--- src/src/binary_token_byte_fifo_unit_macros.svh ---
// Assertion macros for the binary token byte FIFO unit.
// Used by src/binary_token_byte_fifo_unit.sv; no other dependencies.
`ifndef BINARY_TOKEN_BYTE_FIFO_UNIT_MACROS_SVH
`define BINARY_TOKEN_BYTE_FIFO_UNIT_MACROS_SVH
`ifndef SYNTHESIS
`define BTBF_ASSERT_SAME(label, ante, cons) \
	label: assert property (@(posedge clk) disable iff (!arst_n) (ante) |-> (cons)) \
	else $error("assertion failed");
`define BTBF_ASSERT_NEXT(label, ante, cons) \
	label: assert property (@(posedge clk) disable iff (!arst_n) (ante) |=> (cons)) \
	else $error("assertion failed");
`else
`define BTBF_ASSERT_SAME(label, ante, cons)
`define BTBF_ASSERT_NEXT(label, ante, cons)
`endif
`endif

--- src/src/btbf_pkg.sv ---
// Package for the binary token byte FIFO unit: sizes, character codes,
// status and op codes, and the parser-to-FIFO struct. No dependencies.
`default_nettype none
package btbf_pkg;
	localparam int FIFO_DEPTH = 16;
	localparam int TOKEN_BITS = 8;
	localparam int WIN_LEN    = TOKEN_BITS + 2;
	localparam int PTR_W      = $clog2(FIFO_DEPTH);
	localparam int CNT_W      = $clog2(FIFO_DEPTH + 1);
	localparam int POS_W      = $clog2(WIN_LEN + 1);

	localparam logic [7:0] CH_NUL  = 8'h00;
	localparam logic [7:0] CH_SEMI = 8'h3B;
	localparam logic [7:0] CH_ZERO = 8'h30;
	localparam logic [7:0] CH_ONE  = 8'h31;
	localparam logic [7:0] CH_B    = 8'h62;

	typedef enum logic [2:0] {
		ST_NONE       = 3'd0,
		ST_PUSHED     = 3'd1,
		ST_FMT_ERR    = 3'd2,
		ST_DROPPED    = 3'd3,
		ST_READ_OK    = 3'd4,
		ST_READ_EMPTY = 3'd5
	} btbf_status_t;

	typedef enum logic {
		OP_WRITE = 1'b0,
		OP_READ  = 1'b1
	} btbf_op_t;

	typedef struct packed {
		logic                  term;
		logic                  ok;
		logic [TOKEN_BITS-1:0] value;
	} btbf_tok_t;
endpackage
`default_nettype wire

--- src/src/binary_token_byte_fifo_unit.sv ---
// Top level of the binary token byte FIFO unit: input register, token parser,
// byte FIFO and result register. Depends on btbf_pkg, btbf_token_parser, macros.
//
//  channel | dir | tdata                                        | tuser      | tlast
//  s_      | in  | [7:0] char_in                                | [0] op     | last
//  m_      | out | [7:0] parsed_value [15:8] read_data [20:16] fill_level | [2:0] status | -
//
// Path from input transaction to result: input register, then the parser decode
// and FIFO update feed the result register. One transaction per cycle sustained
// while m_ is not stalled; the FIFO pointers and count update with the result register.
// Reset clears window, pointers, count and both valid flags; FIFO bytes are not reset.
// Stalls on m_ back up through the input register to s_tready.
`default_nettype none
`include "binary_token_byte_fifo_unit_macros.svh"
module binary_token_byte_fifo_unit import btbf_pkg::*; (
	input  wire logic        clk,
	input  wire logic        arst_n,
	input  wire logic        s_tvalid,
	output logic             s_tready,
	input  wire logic [7:0]  s_tdata,   // [7:0] char_in
	input  wire logic [0:0]  s_tuser,   // [0] op
	input  wire logic        s_tlast,
	output logic             m_tvalid,
	input  wire logic        m_tready,
	output logic [23:0]      m_tdata,   // [7:0] parsed_value, [15:8] read_data, [20:16] fill_level
	output logic [2:0]       m_tuser    // [2:0] status
);
	logic             valid_s1;
	btbf_op_t         op_s1;
	logic [7:0]       char_s1;
	logic             last_s1;

	logic             valid_s2;
	btbf_status_t     status_s2;
	logic [7:0]       parsed_s2;
	logic [7:0]       rdata_s2;
	logic [CNT_W-1:0] fill_s2;

	logic [7:0]       mem [FIFO_DEPTH];
	logic [PTR_W-1:0] rd_ptr_q;
	logic [PTR_W-1:0] wr_ptr_q;
	logic [CNT_W-1:0] count_q;

	logic             adv;
	logic             step;
	btbf_tok_t        tok;
	logic             empty;
	logic             full;
	logic             do_push;
	logic             do_pop;
	btbf_status_t     status_nx;
	logic [7:0]       parsed_nx;
	logic [CNT_W-1:0] count_nx;

	assign adv      = valid_s1 && (!valid_s2 || m_tready);
	assign s_tready = !valid_s1 || adv;
	assign step     = adv && (op_s1 == OP_WRITE);

	btbf_token_parser u_parser (
		.clk     (clk),
		.arst_n  (arst_n),
		.step    (step),
		.char_in (char_s1),
		.last    (last_s1),
		.tok     (tok)
	);

	always_comb begin
		empty     = (count_q == '0);
		full      = (count_q == CNT_W'(FIFO_DEPTH));
		do_push   = 1'b0;
		do_pop    = 1'b0;
		status_nx = ST_NONE;
		parsed_nx = '0;
		if (op_s1 == OP_READ) begin
			do_pop    = !empty;
			status_nx = empty ? ST_READ_EMPTY : ST_READ_OK;
		end else if (tok.term) begin
			if (tok.ok) begin
				parsed_nx = 8'(tok.value);
				do_push   = !full;
				status_nx = full ? ST_DROPPED : ST_PUSHED;
			end else begin
				status_nx = ST_FMT_ERR;
			end
		end
		count_nx = count_q;
		if (do_push) begin
			count_nx = count_q + 1'b1;
		end else if (do_pop) begin
			count_nx = count_q - 1'b1;
		end
	end

	always_ff @(posedge clk or negedge arst_n) begin
		if (!arst_n) begin
			valid_s1 <= 1'b0;
			valid_s2 <= 1'b0;
			rd_ptr_q <= '0;
			wr_ptr_q <= '0;
			count_q  <= '0;
		end else begin
			if (s_tready) begin
				valid_s1 <= s_tvalid;
			end
			if (adv) begin
				valid_s2 <= 1'b1;
				count_q  <= count_nx;
				if (do_push) begin
					wr_ptr_q <= (wr_ptr_q == PTR_W'(FIFO_DEPTH - 1)) ? '0 : wr_ptr_q + 1'b1;
				end
				if (do_pop) begin
					rd_ptr_q <= (rd_ptr_q == PTR_W'(FIFO_DEPTH - 1)) ? '0 : rd_ptr_q + 1'b1;
				end
			end else if (m_tready) begin
				valid_s2 <= 1'b0;
			end
		end
	end

	always_ff @(posedge clk) begin
		if (s_tvalid && s_tready) begin
			op_s1   <= btbf_op_t'(s_tuser[0]);
			char_s1 <= s_tdata;
			last_s1 <= s_tlast;
		end
		if (adv) begin
			status_s2 <= status_nx;
			parsed_s2 <= parsed_nx;
			fill_s2   <= count_nx;
			rdata_s2  <= do_pop ? mem[rd_ptr_q] : '0;
		end
		if (adv && do_push) begin
			mem[wr_ptr_q] <= parsed_nx;
		end
	end

	assign m_tvalid = valid_s2;
	assign m_tuser  = status_s2;
	assign m_tdata  = {3'b000, fill_s2, rdata_s2, parsed_s2};

	`BTBF_ASSERT_SAME(a_ptr_match, count_q == '0 || count_q == CNT_W'(FIFO_DEPTH), rd_ptr_q == wr_ptr_q)
	`BTBF_ASSERT_SAME(a_count_range, 1'b1, count_q <= CNT_W'(FIFO_DEPTH))
	`BTBF_ASSERT_SAME(a_push_fill, valid_s2 && status_s2 == ST_PUSHED, fill_s2 != '0)
	`BTBF_ASSERT_SAME(a_pop_fill, valid_s2 && status_s2 == ST_READ_OK, fill_s2 != CNT_W'(FIFO_DEPTH))
	`BTBF_ASSERT_NEXT(a_adv_count, adv && do_push, count_q == $past(count_q) + 1'b1)
endmodule
`default_nettype wire

--- src/src/btbf_token_parser.sv ---
// Token parser: keeps the character window of the current write and decodes
// a '0b' binary token at each terminator. Depends on btbf_pkg.
`default_nettype none
module btbf_token_parser import btbf_pkg::*; (
	input  wire logic       clk,
	input  wire logic       arst_n,
	input  wire logic       step,
	input  wire logic [7:0] char_in,
	input  wire logic       last,
	output btbf_tok_t       tok
);
	logic [7:0]       win_q [WIN_LEN];
	logic [POS_W-1:0] pos_q;
	logic             ended_q;
	logic             is_nul;
	logic             shift;

	always_comb begin
		is_nul = (char_in == CH_NUL);
		shift = !ended_q && !last && !is_nul;
		tok.term = !ended_q && (last || is_nul || char_in == CH_SEMI);
		tok.ok = (pos_q == POS_W'(WIN_LEN)) && (win_q[0] == CH_ZERO) && (win_q[1] == CH_B);
		for (int i = 0; i < TOKEN_BITS; i++) begin
			if (win_q[2+i] != CH_ZERO && win_q[2+i] != CH_ONE) begin
				tok.ok = 1'b0;
			end
			tok.value[TOKEN_BITS-1-i] = (win_q[2+i] == CH_ONE);
		end
	end

	always_ff @(posedge clk or negedge arst_n) begin
		if (!arst_n) begin
			for (int i = 0; i < WIN_LEN; i++) begin
				win_q[i] <= '0;
			end
			pos_q   <= '0;
			ended_q <= 1'b0;
		end else if (step) begin
			if (last) begin
				for (int i = 0; i < WIN_LEN; i++) begin
					win_q[i] <= '0;
				end
				pos_q   <= '0;
				ended_q <= 1'b0;
			end else if (!ended_q && is_nul) begin
				ended_q <= 1'b1;
			end else if (shift) begin
				for (int i = 0; i < WIN_LEN - 1; i++) begin
					win_q[i] <= win_q[i+1];
				end
				win_q[WIN_LEN-1] <= char_in;
				if (pos_q != POS_W'(WIN_LEN)) begin
					pos_q <= pos_q + 1'b1;
				end
			end
		end
	end
endmodule
`default_nettype wire
--- config.mk ---
export PLATFORM = sky130hd
export DESIGN_NAME = binary_token_byte_fifo_unit
export DESIGN_NICKNAME = d
export VERILOG_FILES = /design/src/src/btbf_pkg.sv /design/src/src/binary_token_byte_fifo_unit.sv /design/src/src/btbf_token_parser.sv
export VERILOG_INCLUDE_DIRS = /design/src /design/src/src
export SDC_FILE = /design/constraint.sdc
export NUM_CORES = 1
export LEC_CHECK = 0
export BUFFER_PORTS_ARGS = -buffer_cell sky130_fd_sc_hd__buf_2
export CAP_MARGIN = 25
export CORE_MARGIN = 2
export CORE_UTILIZATION = 40
export CTS_BUF_LIST = sky130_fd_sc_hd__clkbuf_4 sky130_fd_sc_hd__clkbuf_8
export DETAILED_ROUTE_END_ITERATION = 8
export GPL_ROUTABILITY_DRIVEN = 0
export GPL_TIMING_DRIVEN = 0
export HOLD_SLACK_MARGIN = 0.08
export PLACE_DENSITY_LB_ADDON = 0.25
export RECOVER_POWER = 50
export SETUP_SLACK_MARGIN = 0.4
export SLEW_MARGIN = 0
export SYNTH_ARGS = -nofsm -noshare
export SYNTH_HDL_FRONTEND = slang
export SYNTH_SLANG_ARGS = --single-unit
--- constraint.sdc ---
create_clock -name clk -period 7.5 [get_ports clk]
set_clock_uncertainty 0.05 [all_clocks]
set_input_delay 0.75 -clock clk [delete_from_list [all_inputs] [get_ports clk]]
set_output_delay 0.75 -clock clk [all_outputs]
set_load 0.02 [all_outputs]
==> impl_metrics.ini, run 1 <==
[critical_path]
r2r_setup_slack_ps = 3140
setup.worst_path.class = reg -> reg
crit_path_end_kind = flip-flop
cp_data_arrival_time_ps = 4490
setup.worst_path.end = mem[15][1]
crit_start = u_parser.win_q[70]
rr_startpoint = u_parser.win_q[70]
worstSetupStartpointType = flip-flop
path_max_fanout = 17
r2r_end = mem[15][1]
required_ps = 7620
r2r_cells = 6

[cells_and_area]
final_cell_mix = 162 x edfxtp_1, 100 x dfrtp_1, 80 x a22o_1
fin_nets = 719
layout-drive-gt1-share_pct = 22.2
final_cells = 1066
final_util_pct = 46.7
mostFrequentLayoutCell = edfxtp_1
syn2layout_area_growth_pct = 15.4
fillCellCount = 2208
diodes = 0

[global_routing]
grt_pass1_vias = 6030
grt_pass1_wl_um = 34500
grt_max_degree = 68
overflow = 0
antenna_found_initial = 0
track_usage_pct = 16.1

[timing]
max_freq_ghz = 0.229
tns_ps = 0
fin_crit_sh_pct = 58.2
worst_slew_pin_slew_ps = 2070
hold_violations = 0
rsz0062_at_grt = false
slew-limit-headroom_pct = -38.2
holdWs_ps = 325
min_period_ps = 4360
finalSetupViolations = 0
drv_slew = 42

[cts]
cts_tree = done
insertion_delay_ps = 550
postCtsSetupRepairBufs = 0
path_clk_slew_ps = 60
h-tree-depth = 2
cts_sinks = 262
max-clock-path-buffers = 3
clock-root-buffer = clkbuf_8
cts_hold_buffers = 0
cts_made_buffers = 43
post_cts_resized = 0

[logic_synthesis]
synthArstFlopShare_pct = 38.2
synth_seq_area_share_pct = 70.4
yosysWarnings = 0
ys_types = 52
ys_seq_elements = 262
syn_inst = 604
netlist_area_um2 = 10500
synth_edf_count = 162
synthFlopType = edfxtp_1
avgSynthCellArea_um2 = 17.3

[detailed_routing]
ant_nets = 0
drc_errors = 0
num_vias = 5767
via_per_inst = 5.41
drt-wirelength-per-cell_um = 20.3
routed_wl_um = 21600
drt-pass1-iter-count = 4
first_iter_violations = 356

[floorplan]
fp.dieH_um = 166
chipWidth_um = 166
coreArea_um2 = 25800
rows = 59
die_area_um2 = 27500
io_pins = 43
start_util_pct = 40.5

[placed_design]
placedCellCount = 986
place_hpwl_um = 14300
io_buffers = 39

[flow_run]
cap_violations = 2

[pwr]
p_leak_nw = 4.88
ir_drop_uv = 151
cellPowerDensity_nw_per_um2 = 282

[run_status]
status = finished with violations
violations = max-capacitance violations, max-slew violations

[min_path]
min_path_type = in -> reg
per-layer routing:
layer / track usage [%] / routed length, um
met4: 4.69 / 400
met2: 26.2 / 10600
met5: 0 / 0
met3: 2.89 / 1050
met1: 22.3 / 9600
cell type report:
| type | instances | area, um^2 | area share (%) |
|---|---|---|---|
| Buffer | 32 | 136 | 1.13 |
| Clock buffer | 60 | 763 | 6.32 |
| Clock inverter | 20 | 200 | 1.66 |
| Inverter | 14 | 52.6 | 0.435 |
| Multi-Input combinational cell | 298 | 2910 | 24.1 |
| Sequential cell | 262 | 7370 | 61.0 |
| Tap cell | 335 | 419 | 3.47 |
| Timing Repair Buffer | 45 | 223 | 1.84 |
cells by family after synthesis:
| kind of cell | after synthesis | synth area share (%) |
|---|---|---|
| AOI/OAI and AO/OA | 114 | 9.21 |
| xor gates and xnor gates | 7 | 0.586 |
| adders and majority gates | 9 | 1.08 |
| buffers and inverters | 46 | 1.97 |
| DFF | 262 | 70.4 |
| muxes | 43 | 8.93 |
| other | 1 | 0.0358 |
| and+or+nand+nor | 122 | 7.76 |
cells in the mapped netlist (all sizes together), types with 2 or more instances:
cell | count | area share, %
edfxtp | 162 | 47
dfrtp | 100 | 24
a22o | 80 | 6.7
mux4 | 40 | 8.6
and2 | 23 | 1.4
buf | 16 | 0.90
clkbuf | 16 | 0.57
nand2 | 15 | 0.54
inv | 13 | 0.47
nor2 | 12 | 0.45
nand3 | 11 | 0.53
nand4 | 10 | 0.80
nor4b | 10 | 1.1
ha | 9 | 1.1
a21oi | 8 | 0.38
nor3 | 8 | 0.38
nor4 | 7 | 0.71
a31oi | 6 | 0.36
and3 | 6 | 0.36
o21ai | 6 | 0.29
nor3b | 5 | 0.36
o31ai | 5 | 0.41
xnor2 | 5 | 0.42
and4 | 4 | 0.33
mux2 | 3 | 0.32
nand2b | 3 | 0.18
a2111oi | 2 | 0.53
nor2b | 2 | 0.12
xor2 | 2 | 0.17
per-stage QoR:
step | power, mW | cell area [um^2] | setup slack [ps]
2_1_floorplan | 1.95 | 10500 | 4250
3_3_place_gp | 2.07 | 11100 | 2530
3_5_place_dp | 2.08 | 11200 | 3810
4_1_cts | 3.45 | 12200 | 3700
5_1_grt | 3.55 | 12100 | 2820
6_report | 3.40 | 12100 | 3140
critical path, stage by stage (launching register included):
cell	delay, ps
dfrtp_1	380
nor4bb_1	520
nand4_1	210
nor4_1	1200
nand2_1	230
nor4_4	460
nor3b_2	930
report_power, final:
group / internal, mW / switching (mW)
registers: 1.58 / 0.0439
clock network: 0.801 / 0.560
logic: 0.161 / 0.251
sequential cells by signal, indices dropped and copies added, names as in the netlist, 3 cells and up:
signal / count
mem: 128
u_parser.win_q: 80
char_s1: 8
parsed_s2: 8
rdata_s2: 8
count_q: 5
fill_s2: 5
rd_ptr_q: 4
u_parser.pos_q: 4
wr_ptr_q: 4
m_tuser: 3
how the worst min path moves through the flow:
stage                            start                 end  slack (ps)  cells after the start
finish                      s_tdata[5]          char_s1[5]         330                      1
global route                s_tdata[5]          char_s1[5]         310                      1
CTS                             arst_n         rd_ptr_q[0]         110                      1
detailed placement  u_parser.win_q[76]  u_parser.win_q[76]         430                      1
global placement              valid_s1            m_tvalid         430                      1
floorplan                       arst_n          count_q[0]         400                      0
Power figures use the tool's default switching activity.
==> inputs of run 2 (changes only) <==
ABC_AREA = 1   (was unset)
clock period = 4 ns   (was 7.5 ns; I/O delays follow)
==> impl_metrics.ini, run 2 <==
[cells_and_area]
regMostFlops = mem
regArea_um2 = 7370
layout-drive-gt1-share_pct = 13.4
final_cells = 1442
mostFrequentLayoutCell = edfxtp_1
design_area_um2 = 12600
multi_input_area_um2 = 2900
final_util_pct = 46.7
fillCellCount = 2478
largest_register_ffs = 128
fin_nets = 1089
diodes = 0
final_cell_mix = 162 x edfxtp_1, 137 x nor2_1, 108 x inv_1, 108 x nand2_1, 100 x dfrtp_1
syn2layout_area_growth_pct = 14.8
largestRegisters = mem (128), u_parser.win_q (80)

[pwr]
p_leak_nw = 5.27
power.total_mw = 7.12
ir_drop_uv = 333
cellPowerDensity_nw_per_um2 = 566

[detailed_routing]
ant_nets = 0
first_iter_violations = 505
drc_errors = 0
via_per_inst = 5.16
num_vias = 7438
routed_wl_um = 25100
drt-pass1-iter-count = 5
drt-wirelength-per-cell_um = 17.4

[timing]
rsz0062_at_grt = false
hold_violations = 0
holdWs_ps = 463
drv_slew = 37
slew-limit-headroom_pct = -44.3
fin_crit_sh_pct = 83.9
min_period_ps = 3360
finalSetupViolations = 0
max_freq_ghz = 0.298
worst_slew_pin_slew_ps = 2160

[critical_path]
setup.worst_path.class = reg -> reg
worstSetupStartpointType = flip-flop
required_ps = 4220
crit_path_end_kind = flip-flop
path_max_fanout = 11
r2r_setup_slack_ps = 640
cp_data_arrival_time_ps = 3580

[floorplan]
chipWidth_um = 170
fp.dieH_um = 170
start_util_pct = 40.7
rows = 60
io_pins = 43
coreArea_um2 = 27000
die_area_um2 = 28700

[cts]
max-clock-path-buffers = 3
cts_made_buffers = 44
cts_sinks = 262
insertion_delay_ps = 550
h-tree-depth = 2
clock-root-buffer = clkbuf_8
postCtsSetupRepairBufs = 0
path_clk_slew_ps = 60
cts_tree = done

[logic_synthesis]
yosys-top-cells-count = 162 x edfxtp_1, 131 x nor2_1, 108 x nand2_1
synthFlopType = edfxtp_1
yosysTopAreaCellShare_pct = 44.4
ys_seq_elements = 262
avgSynthCellArea_um2 = 11.5
synthArstFlopShare_pct = 38.2
synth_seq_area_share_pct = 67.2
yosysTopAreaCell = edfxtp_1
ys_types = 40
netlist_area_um2 = 11000
syn_inst = 956
synth_edf_count = 162
synth_most_common_cell = edfxtp_1
yosysWarnings = 0
synth_area_leaders = edfxtp_1 44%, dfrtp_1 23%, nor2_1 4.5%, o22ai_1 3.9%, nand2_1 3.7%

[global_routing]
grt_pass1_vias = 7458
grt_pass1_wl_um = 39900
track_usage_pct = 18.0
grt_max_degree = 65
overflow = 0
antenna_found_initial = 0

[placed_design]
io_buffers = 39
place_area_um2 = 11700
placedCellCount = 1348
place_hpwl_um = 17000

[run_status]
violations = max-capacitance violations, max-slew violations
status = finished with violations

[min_path]
min_path_type = reg -> reg

[flow_run]
cap_violations = 1
==> run 2: changes by cell type after synthesis, moves of 48 or more <==
cell / previous run / this run
o21ai_0: 6 / 54
inv_1: 13 / 107
nand2_1: 15 / 108
o22ai_1: 0 / 69
nor2_1: 11 / 131
a22o_1: 80 / 2
==> run 2: logic make-up (layout without fill, tap and decap cells) <==
logic type	count (synthesis)	count (layout)	share of synthesized area [%]
compound gates	174	174	10.1
mux	15	15	1.37
flops	262	262	67.2
other cells	1	3	0.0342
fa+ha+maj	9	9	1.03
xor+xnor	8	8	0.639
buf+inv	161	304	5.90
simple gates	326	326	13.7
==> run 2: worst paths after layout <==
path | depth (start not counted) | to | start
max | 11 | mem[9][3] | u_parser.pos_q[0]
max reg2reg | 11 | mem[9][3] | u_parser.pos_q[0]
max in group asynchronous | 2 | u_parser.win_q[47] | arst_n
min reg2reg | 2 | u_parser.ended_q | u_parser.ended_q
min in group asynchronous | 2 | u_parser.win_q[77] | arst_n
min | 2 | u_parser.ended_q | u_parser.ended_q
==> run 2: layout make-up <==
cell class	count	area share [%]
well taps	341	3.39
plain buffers	42	1.55
repair buffers	62	2.89
inverters	119	3.56
clock inverters	16	0.835
multi-input cells	535	23.0
clock buffers	65	6.17
flip-flops and latches	262	58.6
==> run 2: per-layer routing <==
layer	GRT usage [%]	part of all wire (%)
met1	24.2	44
met2	29.7	47
met3	3.43	6.7
met4	5.43	1.8
met5	0	0
==> run 2: critical path, stage by stage (launching register included) <==
cell	delay, ps
dfrtp_1	390
inv_1	100
ha_1	160
nand2_2	50
nor2_1	310
nand3_2	110
nor2_1	110
nand3_1	180
nor2_4	190
inv_1	240
nor4_1	700
clkbuf_1	480
==> run 2: repair_timing <==
| item | CTS | global route |
|---|---|---|
| gates resized for setup | 0 | 0 |
| hold buffers | 13 | 0 |
| setup endpoints to repair | 0 | 0 |
| endpoints found under the hold margin | 48 | 0 |
==> run 2: per-stage QoR <==
step,TNS [ps],worst slack (ps)
2_1_floorplan,0,1280
3_3_place_gp,-40210,-839
3_5_place_dp,0,999
4_1_cts,0,969
5_1_grt,0,424
6_report,0,644
==> run 2: power by group <==
| group | switching [mW] | internal (mW) | total, mW | leakage (nW) |
|---|---|---|---|---|
| combinational | 1.12 | 0.493 | 1.61 | 1.62 |
| sequential | 0.0958 | 3.05 | 3.15 | 3.18 |
| clock | 1.06 | 1.31 | 2.37 | 0.468 |
| total | 2.27 | 4.86 | 7.12 | 5.27 |
